**src/rtl/rmcb_pkg.sv**
```systemverilog
// ----------------------------------------------------------------------------
// rmcb_pkg
// Types and constants shared by the mean-based contrast/brightness block.
// ----------------------------------------------------------------------------
package rmcb_pkg;

  localparam int PIX_W      = 8;
  localparam int NUM_CH     = 3;
  localparam int CONTRAST_W = 10;
  localparam int BRIGHT_W   = 2;
  localparam int SUM_W      = 32;
  localparam int PROD_W     = PIX_W + CONTRAST_W;
  localparam int BASE_W     = PIX_W + BRIGHT_W;
  localparam int DIV_W      = SUM_W + PIX_W;
  localparam int ADDR_W     = 3;
  localparam int DATA_W     = 32;

  localparam logic [CONTRAST_W-1:0] CONTRAST_RESET = 10'd691;
  localparam logic [BRIGHT_W-1:0]   BRIGHT_RESET   = 2'd2;
  localparam logic [PIX_W-1:0]      PIX_MAX        = 8'hFF;
  localparam logic [1:0]            CH_LAST        = 2'd2;
  localparam logic [1:0]            QUEUE_DEPTH    = 2'd2;

  // register index, taken from paddr[2]
  localparam logic REG_CONTRAST = 1'b0;
  localparam logic REG_BRIGHT   = 1'b1;

  typedef enum logic [1:0] {
    ITEM_ACCUM,
    ITEM_ACCUM_LAST,
    ITEM_ADJUST
  } item_kind_t;

  typedef struct packed {
    item_kind_t       kind;
    logic [PIX_W-1:0] red;
    logic [PIX_W-1:0] green;
    logic [PIX_W-1:0] blue;
    logic             last;
  } item_t;

  typedef struct packed {
    logic             start;
    logic [SUM_W-1:0] dividend;
    logic [SUM_W-1:0] divisor;
  } div_req_t;

  typedef struct packed {
    logic             done;
    logic [PIX_W-1:0] quotient;
  } div_rsp_t;

endpackage

```
**src/rtl/rmcb_front.sv**
```systemverilog
// ----------------------------------------------------------------------------
// rmcb_front
// Input side: classifies each pixel request and holds it in a two-entry queue.
// ----------------------------------------------------------------------------
module rmcb_front (
  input  logic                       clk,
  input  logic                       rst,
  input  logic                       push,
  input  logic                       func,
  input  logic [rmcb_pkg::PIX_W-1:0] in_red,
  input  logic [rmcb_pkg::PIX_W-1:0] in_green,
  input  logic [rmcb_pkg::PIX_W-1:0] in_blue,
  input  logic                       in_last,
  output logic                       full,
  output rmcb_pkg::item_t            item,
  output logic                       item_valid,
  input  logic                       item_take
);

  rmcb_pkg::item_t entry [2];
  rmcb_pkg::item_t wr_item;
  logic            wr_ptr;
  logic            rd_ptr;
  logic [1:0]      fill;
  logic            wr_en;

  assign full       = (fill == rmcb_pkg::QUEUE_DEPTH);
  assign item_valid = (fill != 2'd0);
  assign item       = entry[rd_ptr];
  assign wr_en      = push && !full;

  always_comb begin
    wr_item.red   = in_red;
    wr_item.green = in_green;
    wr_item.blue  = in_blue;
    wr_item.last  = in_last;
    if (func) begin
      wr_item.kind = rmcb_pkg::ITEM_ADJUST;
    end else if (in_last) begin
      wr_item.kind = rmcb_pkg::ITEM_ACCUM_LAST;
    end else begin
      wr_item.kind = rmcb_pkg::ITEM_ACCUM;
    end
  end

  always_ff @(posedge clk) begin
    if (rst) begin
      wr_ptr <= 1'b0;
      rd_ptr <= 1'b0;
      fill   <= 2'd0;
    end else begin
      if (wr_en) begin
        entry[wr_ptr] <= wr_item;
        wr_ptr        <= !wr_ptr;
      end
      if (item_take) begin
        rd_ptr <= !rd_ptr;
      end
      case ({wr_en, item_take})
        2'b10:   fill <= fill + 2'd1;
        2'b01:   fill <= fill - 2'd1;
        default: fill <= fill;
      endcase
    end
  end

endmodule

```
**src/rtl/rmcb_div.sv**
```systemverilog
// ----------------------------------------------------------------------------
// rmcb_div
// Saturating restoring divider: quotient min(dividend/divisor, 255), 0 for a
// zero divisor. One quotient bit per cycle, 8 steps after the range check.
// ----------------------------------------------------------------------------
module rmcb_div (
  input  logic               clk,
  input  logic               rst,
  input  rmcb_pkg::div_req_t req,
  output rmcb_pkg::div_rsp_t rsp
);

  typedef enum logic {
    D_IDLE,
    D_RUN
  } div_state_t;

  div_state_t                      state;
  logic [rmcb_pkg::DIV_W-1:0]      rem;
  logic [rmcb_pkg::DIV_W-1:0]      dsh;
  logic [rmcb_pkg::PIX_W-1:0]      q;
  logic [2:0]                      step;
  logic                            done;
  logic [rmcb_pkg::DIV_W-1:0]      rem_init;
  logic [rmcb_pkg::DIV_W-1:0]      limit;

  assign rem_init     = rmcb_pkg::DIV_W'(req.dividend);
  assign limit        = {req.divisor, 8'b0};
  assign rsp.done     = done;
  assign rsp.quotient = q;

  always_ff @(posedge clk) begin
    if (rst) begin
      state <= D_IDLE;
      done  <= 1'b0;
      q     <= '0;
      step  <= 3'd0;
    end else begin
      done <= 1'b0;
      case (state)
        D_IDLE: begin
          if (req.start) begin
            if (req.divisor == '0) begin
              q    <= '0;
              done <= 1'b1;
            end else if (rem_init >= limit) begin
              q    <= rmcb_pkg::PIX_MAX;
              done <= 1'b1;
            end else begin
              rem   <= rem_init;
              dsh   <= {1'b0, req.divisor, 7'b0};
              q     <= '0;
              step  <= 3'd7;
              state <= D_RUN;
            end
          end
        end
        D_RUN: begin
          if (rem >= dsh) begin
            rem <= rem - dsh;
            q   <= {q[rmcb_pkg::PIX_W-2:0], 1'b1};
          end else begin
            q   <= {q[rmcb_pkg::PIX_W-2:0], 1'b0};
          end
          dsh <= dsh >> 1;
          if (step == 3'd0) begin
            done  <= 1'b1;
            state <= D_IDLE;
          end else begin
            step <= step - 3'd1;
          end
        end
        default: state <= D_IDLE;
      endcase
    end
  end

endmodule

```
**src/rtl/rmcb_back.sv**
```systemverilog
// ----------------------------------------------------------------------------
// rmcb_back
// Execution side: channel sums and pixel count, mean formation through the
// shared divider, and a two-stage adjust pipeline ending in the result register.
// ----------------------------------------------------------------------------
module rmcb_back #(
  parameter int COUNT_BITS = 24
) (
  input  logic                            clk,
  input  logic                            rst,
  input  rmcb_pkg::item_t                 item,
  input  logic                            item_valid,
  output logic                            item_take,
  input  logic [rmcb_pkg::CONTRAST_W-1:0] contrast_gain,
  input  logic [rmcb_pkg::BRIGHT_W-1:0]   brightness_gain,
  output rmcb_pkg::div_req_t              div_req,
  input  rmcb_pkg::div_rsp_t              div_rsp,
  output logic [rmcb_pkg::PIX_W-1:0]      out_red,
  output logic [rmcb_pkg::PIX_W-1:0]      out_green,
  output logic [rmcb_pkg::PIX_W-1:0]      out_blue,
  output logic                            out_last,
  output logic                            empty,
  input  logic                            pop
);

  typedef enum logic [1:0] {
    B_IDLE,
    B_DIV_LOAD,
    B_DIV_WAIT
  } back_state_t;

  back_state_t                       state;
  logic [1:0]                        ch;
  logic [rmcb_pkg::SUM_W-1:0]        sum  [rmcb_pkg::NUM_CH];
  logic [COUNT_BITS-1:0]             count;
  logic [rmcb_pkg::PIX_W-1:0]        mean [rmcb_pkg::NUM_CH];
  logic [rmcb_pkg::PIX_W-1:0]        pix  [rmcb_pkg::NUM_CH];

  logic                              s1_valid;
  logic                              s1_last;
  logic                              s1_neg  [rmcb_pkg::NUM_CH];
  logic [rmcb_pkg::PROD_W-1:0]       s1_prod [rmcb_pkg::NUM_CH];
  logic [rmcb_pkg::BASE_W-1:0]       s1_base [rmcb_pkg::NUM_CH];

  logic                              out_valid;
  logic [rmcb_pkg::PIX_W-1:0]        out_pix [rmcb_pkg::NUM_CH];

  logic                              neg     [rmcb_pkg::NUM_CH];
  logic [rmcb_pkg::PIX_W-1:0]        diff    [rmcb_pkg::NUM_CH];
  logic [rmcb_pkg::PROD_W-1:0]       prod    [rmcb_pkg::NUM_CH];
  logic [rmcb_pkg::BASE_W-1:0]       base    [rmcb_pkg::NUM_CH];
  logic signed [rmcb_pkg::BASE_W+1:0] total  [rmcb_pkg::NUM_CH];
  logic [rmcb_pkg::PIX_W-1:0]        clamped [rmcb_pkg::NUM_CH];

  logic adv2;
  logic s1_free;
  logic take_adjust;
  logic take_accum;

  assign pix[0] = item.red;
  assign pix[1] = item.green;
  assign pix[2] = item.blue;

  assign adv2        = s1_valid && (!out_valid || pop);
  assign s1_free     = !s1_valid || adv2;
  assign item_take   = (state == B_IDLE) && item_valid &&
                       ((item.kind != rmcb_pkg::ITEM_ADJUST) || s1_free);
  assign take_adjust = item_take && (item.kind == rmcb_pkg::ITEM_ADJUST);
  assign take_accum  = item_take && (item.kind != rmcb_pkg::ITEM_ADJUST);

  assign div_req.start    = (state == B_DIV_LOAD);
  assign div_req.dividend = sum[ch];
  assign div_req.divisor  = rmcb_pkg::SUM_W'(count);

  assign empty     = !out_valid;
  assign out_red   = out_pix[0];
  assign out_green = out_pix[1];
  assign out_blue  = out_pix[2];

  always_comb begin
    for (int c = 0; c < rmcb_pkg::NUM_CH; c++) begin
      neg[c]  = pix[c] < mean[c];
      diff[c] = neg[c] ? (mean[c] - pix[c]) : (pix[c] - mean[c]);
      prod[c] = rmcb_pkg::PROD_W'(diff[c]) * rmcb_pkg::PROD_W'(contrast_gain);
      base[c] = rmcb_pkg::BASE_W'(mean[c]) * rmcb_pkg::BASE_W'(brightness_gain);
    end
  end

  // magnitude truncates toward zero, sign restored, then clamp to 0..255
  always_comb begin
    for (int c = 0; c < rmcb_pkg::NUM_CH; c++) begin
      if (s1_neg[c]) begin
        total[c] = $signed({2'b00, s1_base[c]}) -
                   $signed({2'b00, s1_prod[c][rmcb_pkg::PROD_W-1:8]});
      end else begin
        total[c] = $signed({2'b00, s1_base[c]}) +
                   $signed({2'b00, s1_prod[c][rmcb_pkg::PROD_W-1:8]});
      end
      if (total[c] < 0) begin
        clamped[c] = '0;
      end else if (total[c] > $signed({4'b0000, rmcb_pkg::PIX_MAX})) begin
        clamped[c] = rmcb_pkg::PIX_MAX;
      end else begin
        clamped[c] = total[c][rmcb_pkg::PIX_W-1:0];
      end
    end
  end

  always_ff @(posedge clk) begin
    if (rst) begin
      state     <= B_IDLE;
      ch        <= 2'd0;
      count     <= '0;
      s1_valid  <= 1'b0;
      out_valid <= 1'b0;
      for (int c = 0; c < rmcb_pkg::NUM_CH; c++) begin
        sum[c]  <= '0;
        mean[c] <= '0;
      end
    end else begin
      case (state)
        B_IDLE: begin
          if (take_accum) begin
            for (int c = 0; c < rmcb_pkg::NUM_CH; c++) begin
              sum[c] <= sum[c] + rmcb_pkg::SUM_W'(pix[c]);
            end
            count <= count + COUNT_BITS'(1);
            if (item.kind == rmcb_pkg::ITEM_ACCUM_LAST) begin
              ch    <= 2'd0;
              state <= B_DIV_LOAD;
            end
          end
        end
        B_DIV_LOAD: state <= B_DIV_WAIT;
        B_DIV_WAIT: begin
          if (div_rsp.done) begin
            mean[ch] <= div_rsp.quotient;
            if (ch == rmcb_pkg::CH_LAST) begin
              for (int c = 0; c < rmcb_pkg::NUM_CH; c++) begin
                sum[c] <= '0;
              end
              count <= '0;
              state <= B_IDLE;
            end else begin
              ch    <= ch + 2'd1;
              state <= B_DIV_LOAD;
            end
          end
        end
        default: state <= B_IDLE;
      endcase

      if (take_adjust) begin
        s1_valid <= 1'b1;
        s1_last  <= item.last;
        for (int c = 0; c < rmcb_pkg::NUM_CH; c++) begin
          s1_neg[c]  <= neg[c];
          s1_prod[c] <= prod[c];
          s1_base[c] <= base[c];
        end
      end else if (adv2) begin
        s1_valid <= 1'b0;
      end

      if (adv2) begin
        out_valid <= 1'b1;
        out_last  <= s1_last;
        for (int c = 0; c < rmcb_pkg::NUM_CH; c++) begin
          out_pix[c] <= clamped[c];
        end
      end else if (pop) begin
        out_valid <= 1'b0;
      end
    end
  end

endmodule

```
**src/rtl/rgb_mean_contrast_brightness.sv**
```systemverilog
// ----------------------------------------------------------------------------
// rgb_mean_contrast_brightness - two-pass RGB mean contrast/brightness adjust
// Accumulate and adjust pixels are taken one per cycle while the back end is
// idle and the output does not stall; an adjust result passes through the
// stage-1 and result registers to the output. The last accumulate pixel holds
// the back end while the shared divider forms the three channel means in turn.
// Synchronous reset clears sums, count, means and queues; gains reset to 691, 2.
// ----------------------------------------------------------------------------
module rgb_mean_contrast_brightness #(
  parameter int COUNT_BITS = 24
) (
  input  logic                             clk,
  input  logic                             rst,
  input  logic                             psel,
  input  logic                             penable,
  input  logic                             pwrite,
  input  logic [rmcb_pkg::ADDR_W-1:0]      paddr,
  input  logic [rmcb_pkg::DATA_W-1:0]      pwdata,
  output logic [rmcb_pkg::DATA_W-1:0]      prdata,
  output logic                             pready,
  input  logic                             push,
  output logic                             full,
  input  logic                             func,
  input  logic [rmcb_pkg::PIX_W-1:0]       in_red,
  input  logic [rmcb_pkg::PIX_W-1:0]       in_green,
  input  logic [rmcb_pkg::PIX_W-1:0]       in_blue,
  input  logic                             in_last,
  output logic                             empty,
  input  logic                             pop,
  output logic [rmcb_pkg::PIX_W-1:0]       out_red,
  output logic [rmcb_pkg::PIX_W-1:0]       out_green,
  output logic [rmcb_pkg::PIX_W-1:0]       out_blue,
  output logic                             out_last
);

  logic [rmcb_pkg::CONTRAST_W-1:0] contrast_gain;
  logic [rmcb_pkg::BRIGHT_W-1:0]   brightness_gain;
  rmcb_pkg::item_t                 item;
  logic                            item_valid;
  logic                            item_take;
  rmcb_pkg::div_req_t              div_req;
  rmcb_pkg::div_rsp_t              div_rsp;
  logic                            cfg_wr;

  assign pready = 1'b1;
  assign cfg_wr = psel && penable && pwrite && pready;

  always_comb begin
    if (paddr[2] == rmcb_pkg::REG_BRIGHT) begin
      prdata = rmcb_pkg::DATA_W'(brightness_gain);
    end else begin
      prdata = rmcb_pkg::DATA_W'(contrast_gain);
    end
  end

  always_ff @(posedge clk) begin
    if (rst) begin
      contrast_gain   <= rmcb_pkg::CONTRAST_RESET;
      brightness_gain <= rmcb_pkg::BRIGHT_RESET;
    end else if (cfg_wr) begin
      if (paddr[2] == rmcb_pkg::REG_CONTRAST) begin
        contrast_gain <= pwdata[rmcb_pkg::CONTRAST_W-1:0];
      end else begin
        brightness_gain <= pwdata[rmcb_pkg::BRIGHT_W-1:0];
      end
    end
  end

  rmcb_front u_front (
    .clk        (clk),
    .rst        (rst),
    .push       (push),
    .func       (func),
    .in_red     (in_red),
    .in_green   (in_green),
    .in_blue    (in_blue),
    .in_last    (in_last),
    .full       (full),
    .item       (item),
    .item_valid (item_valid),
    .item_take  (item_take)
  );

  rmcb_div u_div (
    .clk (clk),
    .rst (rst),
    .req (div_req),
    .rsp (div_rsp)
  );

  rmcb_back #(
    .COUNT_BITS (COUNT_BITS)
  ) u_back (
    .clk             (clk),
    .rst             (rst),
    .item            (item),
    .item_valid      (item_valid),
    .item_take       (item_take),
    .contrast_gain   (contrast_gain),
    .brightness_gain (brightness_gain),
    .div_req         (div_req),
    .div_rsp         (div_rsp),
    .out_red         (out_red),
    .out_green       (out_green),
    .out_blue        (out_blue),
    .out_last        (out_last),
    .empty           (empty),
    .pop             (pop)
  );

`ifndef SYNTHESIS
  a_take_needs_item: assert property (@(posedge clk) disable iff (rst)
    item_take |-> item_valid)
    else $error("back took a request from an empty queue");

  a_no_take_on_div_done: assert property (@(posedge clk) disable iff (rst)
    div_rsp.done |-> !item_take)
    else $error("request taken while means are being formed");

  a_start_not_done: assert property (@(posedge clk) disable iff (rst)
    div_req.start |-> !div_rsp.done)
    else $error("divider start overlaps a finishing division");

  a_reset_empty: assert property (@(posedge clk)
    $past(rst) |-> (empty && !full))
    else $error("queues not empty after reset");
`endif

endmodule
```
**config.mk**
```make
export PLATFORM = sky130hd
export DESIGN_NAME = rgb_mean_contrast_brightness
export DESIGN_NICKNAME = d
export VERILOG_FILES = /design/src/rtl/rmcb_pkg.sv /design/src/rtl/rmcb_front.sv /design/src/rtl/rmcb_div.sv /design/src/rtl/rmcb_back.sv /design/src/rtl/rgb_mean_contrast_brightness.sv
export SDC_FILE = /design/constraint.sdc
export NUM_CORES = 2
export LEC_CHECK = 0
export ABC_CLOCK_PERIOD_IN_PS = 16570
export BUFFER_PORTS_ARGS = -buffer_cell sky130_fd_sc_hd__buf_2
export CAP_MARGIN = 20
export CORE_MARGIN = 3
export CORE_UTILIZATION = 56
export DETAILED_ROUTE_END_ITERATION = 7
export PLACE_DENSITY = 0.72
export SLEW_MARGIN = 0
export SYNTH_ARGS = -nofsm -noshare
export SYNTH_HDL_FRONTEND = slang
export SYNTH_SLANG_ARGS = --single-unit
export TNS_END_PERCENT = 30
```
**constraint.sdc**
```tcl
create_clock -name clk -period 16.57 [get_ports clk]
set_clock_uncertainty 0.05 [all_clocks]
set_input_delay 3.314 -clock clk [delete_from_list [all_inputs] [get_ports clk]]
set_output_delay 3.314 -clock clk [all_outputs]
set_load 0.01 [all_outputs]
```
# After elaboration in Yosys (flattened, before gate mapping)
# Memory sizes are Yosys's and may differ from the RTL's. A register that Yosys moved wholly into a read port is not among the register bits.
# Cells that the tools add are included.
[word_totals] ram_bits=285 input_bits=68 register_bits=141 memories=7 out_inout_bits=60
[mem_list] memory="u_back.sum" words=3 width=32 read_ports=4 rd_ports_with_merged_regs=1 write_ports=3 line="rmcb_back.sv:34" rtl="logic [rmcb_pkg::SUM_W-1:0] sum [rmcb_pkg::NUM_CH];"
[mem_list] memory="u_back.s1_prod" words=3 width=18 read_ports=3 rd_ports_with_merged_regs=0 write_ports=3 line="rmcb_back.sv:42" rtl="logic [rmcb_pkg::PROD_W-1:0] s1_prod [rmcb_pkg::NUM_CH];"
[mem_list] memory="u_front.entry" words=2 width=27 read_ports=1 rd_ports_with_merged_regs=1 write_ports=1 line="rmcb_front.sv:20" rtl="rmcb_pkg::item_t entry [2];"
[mem_list] memory="u_back.s1_base" words=3 width=10 read_ports=3 rd_ports_with_merged_regs=0 write_ports=3 line="rmcb_back.sv:43" rtl="logic [rmcb_pkg::BASE_W-1:0] s1_base [rmcb_pkg::NUM_CH];"
[mem_list] memory="u_back.mean" words=3 width=8 read_ports=3 rd_ports_with_merged_regs=0 write_ports=3 line="rmcb_back.sv:36" rtl="logic [rmcb_pkg::PIX_W-1:0] mean [rmcb_pkg::NUM_CH];"
[mem_list] memory="u_back.out_pix" words=3 width=8 read_ports=3 rd_ports_with_merged_regs=0 write_ports=3 line="rmcb_back.sv:46" rtl="logic [rmcb_pkg::PIX_W-1:0] out_pix [rmcb_pkg::NUM_CH];"
[mem_list] memory="+1 memories"
[classes] eq_ne=19 n_mul=6 muxes=100 magnitude_cmp=11 reduce_logical=35 add_sub_neg=21 bitwise_logic=9
[ops] operator="$mux W40" count=7
[ops] operator="$mux W32" count=6
[ops] operator="$pmux W40 S2" count=2
[ops] operator="$mux W8" count=13
[ops] operator="$add A32 B8 Y32" count=3
[ops] operator="$mux W24" count=3
[ops] operator="$mul A8 B10 Y18" count=3
[ops] operator="$pmux W24 S2" count=1
[ops] operator="$sub A8 B8 Y8" count=6
[ops] operator="$mux W1" count=42
[ops] operator="$ge A40 B40 Y1" count=1
[ops] operator="$sub A40 B40 Y40" count=1
[ops] operator="$gt A12 B9 Y1 const B" count=3
[ops] operator="$lt A12 B1 Y1 const B" count=3
[ops] operator="$mux W12" count=3
[ops] operator="$add A10 B10 Y11" count=3
[ops] operator="$sub A10 B10 Y11" count=3
[ops] operator="$ge A32 B32 Y1" count=1
[ops] operator="$logic_not A32 Y1" count=1
[ops] operator="$mul A8 B2 Y10" count=3
[ops] operator="$add A24 B1 Y24 const B" count=1
[ops] operator="$lt A8 B8 Y1" count=3
[ops] operator="$mux W2" count=11
[ops] operator="$ne A2 B2 Y1 const B" count=9
[ops] operator="26 further kinds" count=69

# Logic depth before layout (Yosys ltp)
[depth] depth_word=13 depth_mapped=32

# Cells and area by module
# A second synthesis with hierarchy kept.
[unflattened] cells_unflattened=3602 hier_area_um2=34559.4
[modules_own_cells] module="rmcb_back" cells_each=2654 area_each_um2=24668.7 instances=1
[modules_own_cells] module="rmcb_div" cells_each=751 area_each_um2=6956.7 instances=1
[modules_own_cells] module="rmcb_front" cells_each=109 area_each_um2=2164.6 instances=1
[modules_own_cells] module="rgb_mean_contrast_brightness" cells_each=88 area_each_um2=769.5 instances=1

# Worst setup path after synthesis
# Ideal clock, no wire load.
[synth_path] kind="input port to flip-flop" from="in rst" to="mem u_back.s1_base[0][0] (netlist bit) (enable)" n_path_buf=1 setup_time_ns=0.647 cell_stages=2 path_slack_ns=6.149 t_arrival_ns=9.724 required_ns=15.873 path_cell_list="clkbuf_1 nor4_1"
[synth_rtl] element="start: declaration" line="rgb_mean_contrast_brightness.sv:13" rtl="input logic rst,"
[synth_rtl] element="end: declaration" line="rmcb_back.sv:43"

==> impl_metrics.csv <==
group,metric,value,unit
setup_path,timing_worst_setup_path_type,"flop to flop",
global_route,grt_usage,0.2520,
hold_path,holdCritStartpoint,"u_back.s1_last$_DFFE_PP_",
floorplan,coreArea,57040,sq um
hold_path,holdPathEnd,"u_back.out_last$_DFFE_PP_",
floorplan,initial_core_util,0.5721,
sta,maxSlewViolCount,0,
yosys,ys_seq_area_frac,0.3454,
placed_design,place_congestion,0.8855,
global_route,grt_overflow_total,0,
yosys,synthArstFlopShare,0,
layout,final_util,0.6185,
placed_design,dp.final_hpwl,57830,um
yosys,syn_area_per_cell,9.655,sq um
layout,fill_cells,4738,
sta,fmax,106.4,MHz
cts,postCtsSetupRepairBufs,0,
routing,ant_nets,0,
cts,cts_resized,0,
yosys,yosysUniqueCellTypes,80,
setup_path,cpPeakStageDelay,0.71,ns
yosys,synth-seq-cells,396,
setup_path,cp-end-kind,"flop",
setup_path,slowest_stage,"mux2i_1",
layout,area_growth,8.109,%
layout,multi_input_area,19350,sq um
routing,via_per_inst,5.699,
flow_run,cap_viol_max_count,0,
yosys,ys_warn_count,0,
sta,fin_tns_setup,0,ns
outcome,status,"finished clean",
floorplan,rows,87,
cts,root_buffer,"clkbuf_16",
global_route,antenna_found_initial,4,
floorplan,die_x,247.4,um
routing,drt_iter0_markers,1564,
layout,fin_nets,3998,
setup_path,rr_worst_depth,30,
cts,cts.sinks,396,
global_route,grt_pass1_wl,124600,um
setup_path,rrSetupSlack,7.17,ns
routing,drt_first_pass_iters,7,
floorplan,die_area,61210,sq um
hold_path,hp-class,"flop to flop",
sta,max_slew.worst_pin.slew,1.161,ns
global_route,grt_pass1_vias,24690,
layout,drive_above_1_share,0.06806,
setup_path,r2r_end,"u_back.s1_prod[0][34]$_DFFE_PP_",
setup_path,cp_common_cell,"fa_1",
cts,cts_made_buffers,45,
placed_design,dp_cells,4150,
yosys,syn_area,32630,sq um
sta,period_needed,9.401,ns
setup_path,worstPathRequired,16.84,ns
cts,cts_tree,"yes",
floorplan,io_pins,128,
cts,clk_pin_slew,0.06,ns
sta,rsz0062_at_grt,"false",
placed_design,port_buffers,80,
global_route,grt_start_max_net_pins,97,
yosys,synth_largest_area_cell,"edfxtp_1",
cts,clk_latency,0.61,ns
sta,finalCritPeriodShare,0.5674,
setup_path,cp-start-kind,"flop",
layout,fin_cells,4240,
cts,ctsHoldBuffers,0,
hold_path,hold_path_depth,0,
yosys,netlist_instances,3380,
yosys,synthFlopType,"edfxtp_1",
sta,setup_viol,0,
routing,wire_per_inst,18.11,um
floorplan,die_y,247.4,um
sta,hold_violations,0,
placed_design,place_area,33800,sq um
setup_path,timing.critical_path.fanout_max,30,
setup_path,arrival,9.68,ns
layout,finalInstanceArea,35280,sq um
yosys,synthTopCellsByArea,"edfxtp_1, ha_1, fa_1",
cts,cts_buffer_depth,3,
layout,regArea,11280,sq um
routing,drc,0,
routing,vias,24160,
cts,htreeDepth,2,
sta,relSlewSlack,0.2203,
routing,wirelength,76800,um
yosys,synth_top_cell_area_share,0.3073,
yosys,synth_edf_count,334,
==> cells in the final DEF (no fill, tap or decap), types with 9 or more instances in the layout <==
cell | netlist | routed
inv_1 | 423 | 423
edfxtp_1 | 334 | 334
ha_1 | 324 | 324
nor2_1 | 240 | 240
nand2_1 | 212 | 210
a21oi_1 | 201 | 200
and2_1 | 186 | 186
fa_1 | 160 | 160
o21ai_0 | 153 | 153
xnor2_1 | 140 | 140
nor2b_1 | 98 | 98
mux2i_1 | 87 | 87
buf_2 | 1 | 80
xor2_1 | 66 | 66
dfxtp_1 | 62 | 58
nand3_1 | 54 | 54
a21o_1 | 52 | 52
nor3_1 | 52 | 51
clkbuf_16 | 0 | 46
and3_1 | 45 | 45
mux2_2 | 32 | 32
buf_4 | 23 | 32
nand2b_1 | 29 | 29
o21bai_1 | 26 | 26
nand4_1 | 25 | 25
conb_1 | 2 | 23
nor4_1 | 22 | 21
a211oi_1 | 21 | 21
or3_1 | 18 | 18
a31oi_1 | 15 | 15
o21a_1 | 15 | 15
o21ai_1 | 14 | 14
o31ai_1 | 13 | 13
clkbuf_1 | 77 | 13
clkinv_1 | 4 | 11
a21boi_0 | 10 | 10
a22oi_1 | 10 | 10
clkinv_2 | 0 | 10
o211ai_1 | 9 | 9
==> worst max-delay path, delay by kind of cell (launching register included) <==
| family | cells | cell delay [ns] |
|---|---|---|
| XOR/XNOR | 2 | 0.58 |
| flip-flops | 1 | 0.31 |
| multiplexers | 2 | 1.13 |
| buffers and inverters | 5 | 0.82 |
| adder cells (fa/ha/maj) | 6 | 2.89 |
| AO/OA/AOI/OAI | 8 | 2.00 |
| AND/OR/NAND/NOR | 7 | 1.30 |
==> layer usage <==
layer	up-vias	GRT usage	part of all wire
li1	11660	-	-
met1	11790	0.3138	0.42
met2	568	0.4507	0.50
met3	140	0.03155	0.046
met4	4	0.08994	0.034
met5	-	0	0.00034
==> worst max-delay path by stage <==
stage | cells after the start | start | to | slack [ns]
after floorplan | 2 | rst | u_back.s1_base[0][0]$_DFFE_PP_ | 6.15
after global placement | 30 | flop | u_back.s1_prod[0][34]$_DFFE_PP_ | 7.37
after detailed placement | 30 | flop | u_back.s1_prod[0][34]$_DFFE_PP_ | 7.26
after CTS | 30 | flop | u_back.s1_prod[0][34]$_DFFE_PP_ | 7.21
after global routing | 30 | flop | u_back.s1_prod[0][34]$_DFFE_PP_ | 6.73
final | 30 | flop | u_back.s1_prod[0][34]$_DFFE_PP_ | 7.17
==> through the flow <==
| stage | setup slack (ns) | hold slack [ns] |
|---|---|---|
| after floorplan | 6.149 | 0.3503 |
| after global placement | 7.374 | 0.3752 |
| after detailed placement | 7.263 | 0.3843 |
| after CTS | 7.210 | 0.3974 |
| after global routing | 6.732 | 0.4112 |
| final | 7.169 | 0.3913 |
==> registers in the layout, indices dropped and copies added (netlist names), 2 cells and up, named ones only <==
signal           count
brightness_gain      2
contrast_gain       10
u_back.ch            2
u_back.count        24
u_back.mean         24
u_back.out_pix      24
u_back.s1_base      30
u_back.s1_neg        3
u_back.s1_prod      30
u_back.state         2
u_back.sum          96
u_div.dsh           31
u_div.q              8
u_div.rem           40
u_div.step           3
u_front.entry       54
u_front.fill         2
==> cells in the mapped netlist, drive strengths merged (4+ instances only) <==
library cell	count
a2111oi	7
a211o	7
a211oi	21
a21boi	14
a21o	52
a21oi	203
a221oi	6
a22oi	10
a31oi	15
and2	186
and3	45
buf	39
clkbuf	77
clkinv	4
dfxtp	62
edfxtp	334
fa	160
ha	324
inv	425
mux2	34
mux2i	87
nand2	212
nand2b	29
nand3	54
nand3b	7
nand4	25
nor2	242
nor2b	98
nor3	52
nor3b	7
nor4	22
o2111ai	6
o211a	4
o211ai	9
o21a	15
o21ai	169
o21bai	26
o31a	4
o31ai	13
o41ai	5
or3	18
xnor2	140
xor2	66
==> area by class of cell <==
cell class / count / share of cell area
well taps: 756 / 0.02681
diodes: 2 / 0.0001419
multi-input cells: 2460 / 0.5484
repair buffers: 114 / 0.01904
inverters: 429 / 0.04564
flip-flops and latches: 396 / 0.3196
clock buffers: 61 / 0.03479
clock inverters: 22 / 0.005532
==> cell families (layout without fill, tap and decap cells) <==
kind of cell	after synthesis	count (layout)	share of synthesized area
muxes	121	121	0.03842
adders and majority gates	484	484	0.2224
AOI/OAI and AO/OA	615	615	0.1163
and+or+nand+nor	1011	1011	0.1566
xor gates and xnor gates	206	206	0.05529
buffers and inverters	545	626	0.06537
DFF	396	396	0.3454
other	2	25	0.0002301
Power is left out: the tool's default activity adds up to more than one toggle a clock period on the data nets, which glitch-free logic cannot reach.
